--- src/sv/stereo_random_dropout_envelope_macros.svh ---
// Assertion helpers for the RTL top level. Each checks on the rising edge of clk
// and is ignored while rst_n is low.
`ifndef STEREO_RANDOM_DROPOUT_ENVELOPE_MACROS_SVH
`define STEREO_RANDOM_DROPOUT_ENVELOPE_MACROS_SVH
`ifndef SYNTHESIS
`define SRDE_ASSERT(lbl, cond) \
    lbl: assert property (@(posedge clk) disable iff (!rst_n) (cond)) \
        else $error("srde assertion failed");
`define SRDE_ASSERT_NEXT(lbl, ante, cons) \
    lbl: assert property (@(posedge clk) disable iff (!rst_n) (ante) |=> (cons)) \
        else $error("srde assertion failed");
`else
`define SRDE_ASSERT(lbl, cond)
`define SRDE_ASSERT_NEXT(lbl, ante, cons)
`endif
`endif

--- src/sv/srde_pkg.sv ---
package srde_pkg;

    localparam int unsigned UNITY_GAIN         = 32768;
    localparam int unsigned GAIN_LIMIT         = 3277;
    localparam int unsigned DB_STEPS           = 320;
    localparam logic [31:0] STEP_Q32           = 32'd4264173445;
    localparam logic [31:0] LCG_MUL            = 32'd1664525;
    localparam logic [31:0] LCG_ADD            = 32'd1013904223;
    localparam int unsigned CLUSTER_WINDOW_DEF = 7200;
    localparam logic [31:0] RNG_SEED_DEF       = 32'd1;
    localparam int unsigned DIV_STEPS          = 36;

    typedef enum logic [2:0] {
        REG_RATE      = 3'd0,
        REG_MONO_LINK = 3'd1,
        REG_CLUSTER   = 3'd2,
        REG_MIN_REST  = 3'd3,
        REG_DEPTH_MIN = 3'd4,
        REG_DEPTH_MAX = 3'd5,
        REG_DUR_MIN   = 3'd6,
        REG_DUR_MAX   = 3'd7
    } reg_index_t;

    typedef logic [15:0] db_rom_t [0:DB_STEPS];

    // Gain table: round(32768 * 10^(-k/320)) by repeated Q0.32 multiplication.
    function automatic db_rom_t build_db_rom();
        db_rom_t     rom;
        logic [63:0] acc;
        logic [63:0] tmp;
        acc = 64'h8000_0000;
        for (int k = 0; k <= int'(DB_STEPS); k++)
        begin
            tmp    = (acc + 64'd32768) >> 16;
            rom[k] = tmp[15:0];
            acc    = (acc * {32'd0, STEP_Q32} + 64'h8000_0000) >> 32;
        end
        return rom;
    endfunction

    localparam db_rom_t DB_ROM = build_db_rom();

    typedef struct packed {
        logic go;
        logic clear;
        logic start;
    } lane_ctrl_t;

    typedef struct packed {
        logic        active;
        logic        busy;
        logic        ended;
        logic [15:0] env;
    } lane_stat_t;

endpackage

--- src/sv/srde_merge.sv ---
module srde_merge
    import srde_pkg::*;
(
    input  logic               clk,
    input  logic               rst_n,
    input  logic               load,
    input  logic signed [23:0] left_in,
    input  logic signed [23:0] right_in,
    input  lane_stat_t         stat_l,
    input  lane_stat_t         stat_r,
    output logic               free,
    output logic               m_tvalid,
    input  logic               m_tready,
    output logic [47:0]        m_tdata,
    output logic [1:0]         m_tuser
);

    logic        valid_reg;
    logic [47:0] data_reg;
    logic [1:0]  user_reg;
    logic signed [41:0] prod_l, prod_r;

    // Rounded to nearest, ties toward plus infinity.
    assign prod_l = left_in * $signed({2'b00, stat_l.env}) + 42'sd16384;
    assign prod_r = right_in * $signed({2'b00, stat_r.env}) + 42'sd16384;

    assign free = !valid_reg || m_tready;

    always_ff @(posedge clk or negedge rst_n)
    begin
        if (!rst_n)
        begin
            valid_reg <= 1'b0;
        end
        else if (load)
        begin
            valid_reg <= 1'b1;
        end
        else if (m_tready)
        begin
            valid_reg <= 1'b0;
        end
    end

    always_ff @(posedge clk)
    begin
        if (load)
        begin
            data_reg <= {prod_r[38:15], prod_l[38:15]};
            user_reg <= {stat_r.active, stat_l.active};
        end
    end

    assign m_tvalid = valid_reg;
    assign m_tdata  = data_reg;
    assign m_tuser  = user_reg;

endmodule

--- config.mk ---
export PLATFORM = sky130hd
export DESIGN_NAME = srde_merge
export DESIGN_NICKNAME = d
export VERILOG_FILES = /design/src/sv/stereo_random_dropout_envelope_macros.svh /design/src/sv/srde_pkg.sv /design/src/sv/srde_merge.sv
export SDC_FILE = /design/constraint.sdc
export NUM_CORES = 2
export LEC_CHECK = 0
export ABC_AREA = 1
export BUFFER_PORTS_ARGS = -buffer_cell sky130_fd_sc_hd__buf_2
export CORE_AREA = 2 2 295 297
export DETAILED_ROUTE_END_ITERATION = 7
export DIE_AREA = 0 0 297 299
export GPL_ROUTABILITY_DRIVEN = 0
export PLACE_DENSITY_LB_ADDON = 0.05
export SLEW_MARGIN = 40
export SYNTH_ARGS = -nofsm -noshare
export SYNTH_HDL_FRONTEND = slang
export SYNTH_SLANG_ARGS = --single-unit
--- constraint.sdc ---
create_clock -name clk -period 1 [get_ports clk]
set_input_delay 0.05 -clock clk [delete_from_list [all_inputs] [get_ports clk]]
set_output_delay 0.05 -clock clk [all_outputs]
set_load 0.1 [all_outputs]
==> metrics.yaml <==
drt:
  drt_wl_total_um: 97400
  dr.pass1.iters: 5
  drt-initial-drc-count: 999
  drc: 0
  vias: 25900
  ant_nets: 0
  routed_via_density: 4.42
  wl_per_cell_um: 16.6
worst_setup_path:
  cpPeakStageDelay_ps: 610
  r2r_start: "m_tvalid$_DFFE_PN0P_"
  worstSetupPathType: "in2reg"
  ff2ff_path_depth: 2
  crit_buf_inv: 9
  r2r_end: "m_tvalid$_DFFE_PN0P_"
  crit_path_frequent_cell: "fa_1"
  startpoint_type: "input pin"
  arrival_ps: 5010
  endpoint_kind: "register"
  r2r_slack_ps: 260
  crit_fanout: 7
  crit_family: "adder cells"
  path_cells: "buf_12 -> buf_12 -> buf_6 -> nand2_1 -> fa_1 -> inv_2 -> fa_1 -> fa_1 -> fa_1 -> fa_1 -> inv_1 -> fa_1 -> inv_2 -> ha_4 -> buf_4 -> nand2_4 -> buf_6 -> inv_2 -> a21boi_4 -> o21bai_1 -> a21oi_2 -> nand2_1 -> nand2_1 -> nand2_2"
  cpMaxStageDelayCell: "fa_1"
  cp.required_ps: 1100
synthesis:
  synth-seq-area-share_pct: 4.85
  yosysTopAreaCellShare_pct: 46.3
  syn-num-nets: 5217
  yosys.area.top_type: "fa_1"
  ys_ff_latch: 51
  synth_area_leaders: "fa_1 (46%), inv_1 (18%), nand2_1 (13%), ha_1 (9.0%), edfxtp_1 (4.8%)"
  synth.distinct_cells: 36
  syn_area_sq_um: 31500
  postSynthCellCount: 4173
  syn_avg_cell_area_sq_um: 7.55
  yosysWarnings: 0
sta:
  grt_setup_unrepaired: "true"
  worst_pin_slew_ps: 362
  relSlewSlack_pct: 75.9
  finalCriticalPeriod_ps: 4910
  clock_skew_ps: 0
  max_freq_mhz: 204
  drv_slew: 0
  fin_crit_sh_pct: 491
  setup_viol: 87
  hold_viol_final: 0
  final.setup.worst_slack_ps: -3910
clock_network:
  clock_path_buffers: 2
  clock-sinks: 51
  clk_latency_ps: 330
  h-tree-depth: 2
  cts_tree: "yes"
  cts-root-buf: "clkbuf_16"
  cts_buffers: 5
  clkTransAtPathRegs_ps: 80
grt:
  antenna_found_initial: 2
  grt_pass1_vias: 28700
  grt_pass1_wl_um: 158000
  grt_max_degree: 26
  gr-total-overflow: 0
  track_usage_pct: 22.7
die:
  die_h_um: 299
  fp-row-count: 108
  die-area_sq_um: 88800
  die_w_um: 297
  start_util_pct: 36.6
  io_pins: 142
  core_region_area_sq_um: 85900
outcome:
  status: "complete, but fails checks"
  violations: "negative setup slack"
worst_hold_path:
  whs_path_depth: 4
  min_to: "m_tvalid$_DFFE_PN0P_"
  hold_path_class: "in2reg"
  min-delay-start: "m_tready"
flow_run:
  drv_cap: 0
place:
  io_buffer_count: 137
  hpwlAfterDp_um: 83200
  dpl_worst_slack_ps: -4620
finish:
  nets: 5744
  antenna_cells: 0
  drive_gt1_share_pct: 30.6
  area_growth_pct: 37.3
-- cell usage in the layout (no fill, tap or decap), types with 9 or more instances in the layout --
cell type,n
inv_1,1310
nand2_1,895
fa_1,658
buf_4,399
inv_2,168
ha_1,168
nand2_2,126
buf_6,115
buf_12,108
fa_2,70
nand2_4,66
ha_4,56
nor2_4,53
nor2_1,50
edfxtp_1,50
nor2_2,41
nand3_1,31
a21oi_4,31
a21oi_2,26
nand3_2,22
buf_2,20
buf_8,19
a21oi_1,15
o21ai_2,15
xor2_2,13
xor2_1,12
xnor2_1,10
o21ai_0,10
buf_16,10
a21o_1,9
inv_4,9
nand4_1,9
-- timing repair --
| action | in CTS | in global routing |
|---|---|---|
| pin swaps | 354 | 372 |
| hold buffers | 4 | 0 |
| gates cloned | 5 | 2 |
| setup buffers | 59 | 45 |
| resized for setup | 663 | 430 |
| setup endpoints to repair | 100 | 100 |
| endpoints found under the hold margin | 3 | 0 |
-- metal layers --
| metal | wire (um) | vias to the layer above | share of wire (%) | GRT usage (%) |
|---|---|---|---|---|
| met3 | 2060 | 86 | 2.1 | 1.43 |
| met1 | 38800 | 13000 | 40 | 27.0 |
| met5 | 27 | - | 0.028 | 0 |
| met4 | 1990 | 4 | 2.0 | 3.76 |
| li1 | - | 12500 | - | - |
| met2 | 54500 | 324 | 56 | 45.0 |
-- metrics by stage --
stage / hold WS (ps) / setup TNS [ps] / utilization, % / std cells / cell area, sq um
2_1_floorplan: -246 / -179490 / - / 4173 / 33200
3_3_place_gp: -174 / -212990 / 44.7 / 5744 / 38400
3_5_place_dp: -171 / -213100 / 44.7 / 5744 / 38400
4_1_cts: 11.0 / -186020 / 48.3 / 5815 / 41500
5_1_grt: 55.6 / -193770 / 50.3 / 5856 / 43200
6_report: 32.1 / -184610 / 50.3 / 5856 / 43200
-- worst max-delay path by stage --
stage | from | end | depth (start not counted)
2_1_floorplan | left_in[7] | m_tdata[23]$_DFFE_PP_ | 23
3_3_place_gp | stat_l[8] | m_tdata[20]$_DFFE_PP_ | 20
3_5_place_dp | stat_l[8] | m_tdata[20]$_DFFE_PP_ | 20
4_1_cts | stat_r[6] | m_tdata[41]$_DFFE_PP_ | 25
5_1_grt | stat_r[6] | m_tdata[47]$_DFFE_PP_ | 27
6_report | stat_r[9] | m_tdata[42]$_DFFE_PP_ | 24
-- area by class of cell --
class | count | area (sq um)
fill | 8500 | 42700
multi-input combinational | 2475 | 27200
timing repair buffer | 680 | 7250
inverter | 1487 | 5600
sequential | 51 | 1530
tap | 1155 | 1450
clock buffer | 5 | 125
clock inverter | 3 | 28.8
-- cell usage after synthesis --
library cell / count
o211ai_1: 3
or2_2: 1
nand4_1: 9
o211ai_2: 1
buf_2: 1
and2_1: 1
dfrtp_1: 1
nand2_2: 4
nand2_1: 1089
edfxtp_1: 50
inv_1: 1483
a21boi_0: 5
nor4_1: 2
nor2b_1: 1
o21ai_2: 1
nand3_1: 57
xor2_1: 29
xnor2_1: 12
clkbuf_1: 159
nor2_4: 1
nor2_1: 139
a21oi_1: 72
inv_2: 4
o21ai_0: 37
and3_1: 2
o31ai_1: 1
a31oi_1: 5
nor2_2: 4
ha_1: 226
o21bai_1: 11
nand3b_1: 5
fa_1: 728
nor3_1: 15
o21a_1: 3
a21o_1: 10
nor3b_2: 1
-- worst reg2reg max path, cell delays in order (launching register included) --
cell and delay, ps:
dfrtp_4 520, nand2_8 80, nand2_1 40
-- sequential cells by signal (all words and copies together) (netlist names) --
| signal | count |
|---|---|
| m_tdata | 48 |
| m_tuser | 2 |
| m_tvalid | 1 |
-- cells by family after synthesis --
logic type      count (synthesis)  share of synthesized area, %
buf+inv                      1647                          19.6
simple gates                 1331                          16.4
fa+ha+maj                     954                          55.2
compound gates                149                          2.69
flops                          51                          4.85
xor+xnor                       41                          1.14
Power is not shown: default switching activity piles up to over one toggle a cycle in this logic, so the estimate is an artifact.
