## src/sv/stereo_random_dropout_envelope_macros.svh

```systemverilog
// Assertion helpers for the RTL top level. Each checks on the rising edge of clk
// and is ignored while rst_n is low.
`ifndef STEREO_RANDOM_DROPOUT_ENVELOPE_MACROS_SVH
`define STEREO_RANDOM_DROPOUT_ENVELOPE_MACROS_SVH
`ifndef SYNTHESIS
`define SRDE_ASSERT(lbl, cond) \
    lbl: assert property (@(posedge clk) disable iff (!rst_n) (cond)) \
        else $error("srde assertion failed");
`define SRDE_ASSERT_NEXT(lbl, ante, cons) \
    lbl: assert property (@(posedge clk) disable iff (!rst_n) (ante) |=> (cons)) \
        else $error("srde assertion failed");
`else
`define SRDE_ASSERT(lbl, cond)
`define SRDE_ASSERT_NEXT(lbl, ante, cons)
`endif
`endif

```

## src/sv/srde_pkg.sv

```systemverilog
package srde_pkg;

    localparam int unsigned UNITY_GAIN         = 32768;
    localparam int unsigned GAIN_LIMIT         = 3277;
    localparam int unsigned DB_STEPS           = 320;
    localparam logic [31:0] STEP_Q32           = 32'd4264173445;
    localparam logic [31:0] LCG_MUL            = 32'd1664525;
    localparam logic [31:0] LCG_ADD            = 32'd1013904223;
    localparam int unsigned CLUSTER_WINDOW_DEF = 7200;
    localparam logic [31:0] RNG_SEED_DEF       = 32'd1;
    localparam int unsigned DIV_STEPS          = 36;

    typedef enum logic [2:0] {
        REG_RATE      = 3'd0,
        REG_MONO_LINK = 3'd1,
        REG_CLUSTER   = 3'd2,
        REG_MIN_REST  = 3'd3,
        REG_DEPTH_MIN = 3'd4,
        REG_DEPTH_MAX = 3'd5,
        REG_DUR_MIN   = 3'd6,
        REG_DUR_MAX   = 3'd7
    } reg_index_t;

    typedef logic [15:0] db_rom_t [0:DB_STEPS];

    // Gain table: round(32768 * 10^(-k/320)) by repeated Q0.32 multiplication.
    function automatic db_rom_t build_db_rom();
        db_rom_t     rom;
        logic [63:0] acc;
        logic [63:0] tmp;
        acc = 64'h8000_0000;
        for (int k = 0; k <= int'(DB_STEPS); k++)
        begin
            tmp    = (acc + 64'd32768) >> 16;
            rom[k] = tmp[15:0];
            acc    = (acc * {32'd0, STEP_Q32} + 64'h8000_0000) >> 32;
        end
        return rom;
    endfunction

    localparam db_rom_t DB_ROM = build_db_rom();

    typedef struct packed {
        logic go;
        logic clear;
        logic start;
    } lane_ctrl_t;

    typedef struct packed {
        logic        active;
        logic        busy;
        logic        ended;
        logic [15:0] env;
    } lane_stat_t;

endpackage

```

## src/sv/srde_lane.sv

```systemverilog
module srde_lane
    import srde_pkg::*;
(
    input  logic        clk,
    input  logic        rst_n,
    input  lane_ctrl_t  ctrl,
    input  logic [15:0] start_gain,
    input  logic [19:0] start_dur,
    output lane_stat_t  stat
);

    typedef enum logic [2:0] {
        L_IDLE = 3'b001,
        L_DIV  = 3'b010,
        L_FIN  = 3'b100
    } lane_state_t;

    localparam int CNT_W = $clog2(DIV_STEPS + 1);

    lane_state_t state_reg;
    logic        active_reg;
    logic [1:0]  phase_reg;
    logic [19:0] pc_reg;
    logic [19:0] alen_reg, hlen_reg, rlen_reg;
    logic [15:0] floor_reg, env_reg;
    logic        sub_reg, last_reg, ended_reg;
    logic [35:0] quo_reg;
    logic [19:0] rem_reg, den_reg;
    logic [CNT_W-1:0] cnt_reg;

    logic [15:0] drop;
    logic [19:0] n_next;
    logic [19:0] len_a, len_r, m_a, m_r;
    logic [19:0] a_len;
    logic [20:0] two_a;
    logic [19:0] r_len;
    logic [20:0] trial;
    logic        fits;

    assign drop   = 16'(UNITY_GAIN) - floor_reg;
    assign n_next = pc_reg + 20'd1;
    assign len_a  = (alen_reg != 20'd0) ? alen_reg : 20'd1;
    assign len_r  = (rlen_reg != 20'd0) ? rlen_reg : 20'd1;
    assign m_a    = (n_next < len_a) ? n_next : len_a;
    assign m_r    = (n_next < len_r) ? n_next : len_r;

    assign a_len  = (start_dur[19:2] != 18'd0) ? {2'd0, start_dur[19:2]} : 20'd1;
    assign two_a  = {a_len, 1'b0};
    assign r_len  = ({1'b0, start_dur} > two_a) ? 20'({1'b0, start_dur} - two_a) : 20'd1;

    assign trial  = {rem_reg, quo_reg[35]};
    assign fits   = trial >= {1'b0, den_reg};

    always_ff @(posedge clk or negedge rst_n)
    begin
        if (!rst_n)
        begin
            state_reg  <= L_IDLE;
            active_reg <= 1'b0;
            phase_reg  <= 2'd0;
            pc_reg     <= 20'd0;
            alen_reg   <= 20'd0;
            hlen_reg   <= 20'd0;
            rlen_reg   <= 20'd0;
            floor_reg  <= 16'(UNITY_GAIN);
            env_reg    <= 16'(UNITY_GAIN);
            ended_reg  <= 1'b0;
            cnt_reg    <= '0;
        end
        else
        begin
            ended_reg <= 1'b0;
            unique case (state_reg)
                L_IDLE:
                begin
                    if (ctrl.clear)
                    begin
                        active_reg <= 1'b0;
                        env_reg    <= 16'(UNITY_GAIN);
                    end
                    else if (ctrl.start && !active_reg)
                    begin
                        active_reg <= 1'b1;
                        phase_reg  <= 2'd0;
                        pc_reg     <= 20'd0;
                        alen_reg   <= a_len;
                        hlen_reg   <= a_len;
                        rlen_reg   <= r_len;
                        floor_reg  <= start_gain;
                        env_reg    <= 16'(UNITY_GAIN);
                    end
                    else if (ctrl.go && active_reg)
                    begin
                        case (phase_reg)
                            2'd0:
                            begin
                                quo_reg  <= 36'(drop) * 36'(m_a);
                                den_reg  <= len_a;
                                rem_reg  <= 20'd0;
                                sub_reg  <= 1'b1;
                                last_reg <= 1'b0;
                                cnt_reg  <= '0;
                                state_reg <= L_DIV;
                                if (n_next >= alen_reg)
                                begin
                                    phase_reg <= 2'd1;
                                    pc_reg    <= 20'd0;
                                end
                                else
                                begin
                                    pc_reg <= n_next;
                                end
                            end
                            2'd1:
                            begin
                                env_reg <= floor_reg;
                                if (n_next >= hlen_reg)
                                begin
                                    phase_reg <= 2'd2;
                                    pc_reg    <= 20'd0;
                                end
                                else
                                begin
                                    pc_reg <= n_next;
                                end
                            end
                            2'd2:
                            begin
                                quo_reg  <= 36'(drop) * 36'(m_r);
                                den_reg  <= len_r;
                                rem_reg  <= 20'd0;
                                sub_reg  <= 1'b0;
                                last_reg <= (n_next >= rlen_reg);
                                cnt_reg  <= '0;
                                pc_reg   <= n_next;
                                state_reg <= L_DIV;
                            end
                            default:
                            begin
                                active_reg <= 1'b0;
                                env_reg    <= 16'(UNITY_GAIN);
                            end
                        endcase
                    end
                end
                L_DIV:
                begin
                    // Restoring division, one quotient bit per cycle.
                    rem_reg <= fits ? 20'(trial - {1'b0, den_reg}) : trial[19:0];
                    quo_reg <= {quo_reg[34:0], fits};
                    cnt_reg <= cnt_reg + 1'b1;
                    if (cnt_reg == CNT_W'(DIV_STEPS - 1))
                    begin
                        state_reg <= L_FIN;
                    end
                end
                L_FIN:
                begin
                    state_reg <= L_IDLE;
                    if (last_reg)
                    begin
                        active_reg <= 1'b0;
                        env_reg    <= 16'(UNITY_GAIN);
                        ended_reg  <= 1'b1;
                    end
                    else if (sub_reg)
                    begin
                        env_reg <= 16'(UNITY_GAIN) - quo_reg[15:0];
                    end
                    else
                    begin
                        env_reg <= floor_reg + quo_reg[15:0];
                    end
                end
                default:
                begin
                    state_reg <= L_IDLE;
                end
            endcase
        end
    end

    assign stat.active = active_reg;
    assign stat.busy   = (state_reg != L_IDLE);
    assign stat.ended  = ended_reg;
    assign stat.env    = env_reg;

endmodule

```

## config.mk

```make
export PLATFORM = sky130hd
export DESIGN_NAME = srde_lane
export DESIGN_NICKNAME = d
export VERILOG_FILES = /design/src/sv/stereo_random_dropout_envelope_macros.svh /design/src/sv/srde_pkg.sv /design/src/sv/srde_lane.sv
export SDC_FILE = /design/constraint.sdc
export NUM_CORES = 2
export LEC_CHECK = 0
export BUFFER_PORTS_ARGS = -buffer_cell sky130_fd_sc_hd__buf_4
export CAP_MARGIN = 40
export CORE_UTILIZATION = 59
export CTS_CLUSTER_DIAMETER = 30
export DETAILED_ROUTE_END_ITERATION = 10
export PLACE_DENSITY_LB_ADDON = 0.12
export SLEW_MARGIN = 5
export SYNTH_ARGS = -nofsm -noshare
export SYNTH_HDL_FRONTEND = slang
export SYNTH_SLANG_ARGS = --single-unit
export TNS_END_PERCENT = 30
```

## constraint.sdc

```tcl
create_clock -name clk -period 9.23 [get_ports clk]
set_clock_uncertainty 0.15 [all_clocks]
set_input_delay 1.846 -clock clk [delete_from_list [all_inputs] [get_ports clk]]
set_output_delay 1.846 -clock clk [all_outputs]
set_load 0.1 [all_outputs]
```

==> metrics.md <==
| Metric | Value |
|---|---|
| Tightest Pin Transition | 0.937 ns |
| Post-synth top area share | 30.0% |
| Worst R2R Setup Slack | -0.14 ns |
| Largest area contributor in the netlist | fa_1 |
| Critical Path Sink | quo_reg[33] |
| CTS tree | done |
| Reg2Reg Capture Point | quo_reg[33] |
| Max frequency | 107 MHz |
| WS Path Type | flip-flop to flip-flop |
| Setup Viol. Count Final | 14 |
| YS warnings | 0 |
| Antenna Nets Post-Route | 0 |
| Via count | 29169 |
| Htree depth | 4 |
| Pre-CTS setup slack | -0.626 ns |
| # diodes | 0 |
| Slew headroom | 37.3% |
| P_leak | 20.0 nW |
| Core Rows | 87 |
| Port Buffers | 59 |
| Cts bufs inserted | 17 |
| Routed vias/inst | 5.80 |
| Core area | 56300 sq um |
| Asr flop ratio synth | 56.9% |
| Post-DP HPWL | 84.8 mm |
| # IOs | 60 |
| Final GP Congestion | 1.04 |
| Largest net degree at the start of global routing | 70 |
| Arrival @ worst endpoint | 9.45 ns |
| Clk slew on worst S/H paths | 0.08 ns |
| Crit path from | pc_reg[10] |
| Setup WS post-layout | -0.143 ns |
| Unrepaired setup endpoints after global routing | true |
| First-pass GRT wire length | 163 mm |
| Final nets | 5149 |
| Startpoint Class | flip-flop |
| Post-Syn Area | 33500 sq um |
| WP data required | 9.31 ns |
| Power density cells | 381 nW/um^2 |
| Most frequent cells in the layout | inv_1 (670), nand2_1 (526), fa_1 (486) |
| Non-Filler Instances | 5026 |
| Layout cells sized above 1 | 17.1% |
| Initial antenna violation count | 1 |
| GRT Residual Overflow | 0 |
| Clock sink count | 181 |
| Die Area | 57800 sq um |
| Post-synthesis sequential area ratio | 14.7% |
| FF/Latch Area | 4920 sq um |
| Status | complete, but fails checks |
| Min Tclk post-route | 9.37 ns |
| Post-synth EDFFs | 78 |
| Period utilization | 102% |
| Syn-to-layout area delta | 17.8% |
| Number of remaining DRC errors | 0 |
| Maximum clock insertion buffer count | 2 |
| Hold_buf cts | 0 |
| Placed cell count | 4932 |
| Multi-input gate area | 26700 sq um |
| CP max stage delay | 0.53 ns |
| Area contributors post-synth | fa_1 (30%), ha_1 (13%), inv_1 (7.5%) |
| Yosys reg bits | 181 |
| Crit. End Element | flip-flop |
| Average wire per standard cell | 21.1 um |
| Routed WL | 106 mm |
| Clock Latency Late Sink | 0.48 ns |
| Mapped Cells | 3908 |
| Syn_area_per_cell | 8.58 sq um |
| Failing checks | setup timing |
| Final Max Slew Viols | 0 |
| Final Hold Fails | 0 |
| Synth unique cells | 80 |
| Gr usage total | 37.5% |
| Horiz. Die Dim | 240 um |
| CP dominant cell by count | fa_1 |
| Start of the worst register-to-register path | pc_reg[10] |
| Iter 0 DRT Violations | 2640 |
| HP Class | flip-flop to flip-flop |
| Max cap viols | 0 |
| Root buf cell | clkbuf_16 |
| Crit-path slowest cell | fa_1 |
| Initial Util | 59.6% |
| Commonest non-fill, non-tap cell in the layout | inv_1 |
| Top_reg_cell synth | dfrtp_1 |
| Crit path max fanout | 11 |
| DRT Pass-1 Iters | 8 |
| Die Y | 240 um |
| Worst hold margin | 0.373 ns |
| R2R depth | 38 |
| Vias in the first global route | 28597 |
| Filler cells | 4543 |
| VDD IR max | 680 uV |
| Max reg flops | 36 |
[worst min-delay path by stage]
stage                         end  slack (ns)  cells past startpoint          start
finish                 cnt_reg[0]        0.37                      1     cnt_reg[0]
global route          quo_reg[31]        0.39                      2    quo_reg[30]
CTS                    cnt_reg[0]        0.38                      1     cnt_reg[0]
detailed placement    quo_reg[31]        0.36                      2    quo_reg[30]
global placement      quo_reg[31]        0.35                      2    quo_reg[30]
floorplan           floor_reg[15]        0.33                      2  floor_reg[15]
[repair_timing]
action                     4_1_cts  5_1_grt
setup endpoints to repair       20       23
gates resized for setup         84      167
buffers inserted                18       38
gates cloned                     1        8
pin swaps                       40       93
[area by class of cell]
type                       count  area share [%]
inverter                     675            6.41
timing repair buffer         452            9.73
clock buffer                  18            1.09
tap                          756            2.39
clock inverter                14           0.383
multi-input combinational   2930            67.5
sequential                   181            12.5
[where the power goes]
group | total, W | switching, W | internal, W
Combinational | 0.0130 | 0.00759 | 0.00537
Clock | 0.000761 | 0.000397 | 0.000364
Sequential | 0.00135 | 0.000206 | 0.00115
Total | 0.0151 | 0.00819 | 0.00688
[per-layer routing]
| layer | vias up | GRT usage [%] | wire length, um |
|---|---|---|---|
| met2 | 1331 | 57.3 | 46600 |
| met1 | 14396 | 51.8 | 43700 |
| li1 | 13213 | - | - |
| met4 | 0 | 16.1 | 5220 |
| met5 | - | 0 | 0 |
| met3 | 229 | 7.68 | 10600 |
[through the flow]
| stage | total power, W | area [sq um] | TNS (ns) | utilization (%) |
|---|---|---|---|---|
| 6_report | 0.0151 | 39500 | -0.765 | 70.2 |
| 5_1_grt | 0.0164 | 39500 | -7.44 | 70.2 |
| 4_1_cts | 0.0142 | 38300 | 0 | 68.1 |
| 3_5_place_dp | 0.0130 | 37300 | -7.86 | 66.2 |
| 3_3_place_gp | 0.0129 | 37200 | -6.74 | 66.0 |
| 2_1_floorplan | 0.00828 | 33700 | 0 | - |
[worst max-delay path, delay by kind of cell, from the launching register on]
| kind | cells | cell delay (ns) |
|---|---|---|
| buffers and inverters | 9 | 1.06 |
| AND/OR/NAND/NOR | 11 | 1.88 |
| XOR/XNOR | 2 | 0.31 |
| AO/OA/AOI/OAI | 8 | 1.82 |
| adder cells (fa/ha/maj) | 8 | 3.49 |
| flip-flops | 1 | 0.40 |
[cells by family after synthesis]
kind of cell	share of synthesized area (%)
multiplexers	0.724
AO/OA/AOI/OAI	12.4
adder cells (fa/ha/maj)	43.0
buffers and inverters	9.53
other	0.0224
XOR/XNOR	4.02
flip-flops	14.7
AND/OR/NAND/NOR	15.7
[synth_stat cells, types with 32 or more instances]
master	n
a211oi_1	33
a21o_1	80
a21oi_1	159
a22o_1	32
clkbuf_1	113
dfrtp_1	100
edfxtp_1	78
fa_1	503
ha_1	348
inv_1	674
nand2_1	536
nand3_1	36
nor2_1	451
nor3_1	39
o21ai_0	126
xnor2_1	87
xor2_1	67
Power figures use the tool's default switching activity.
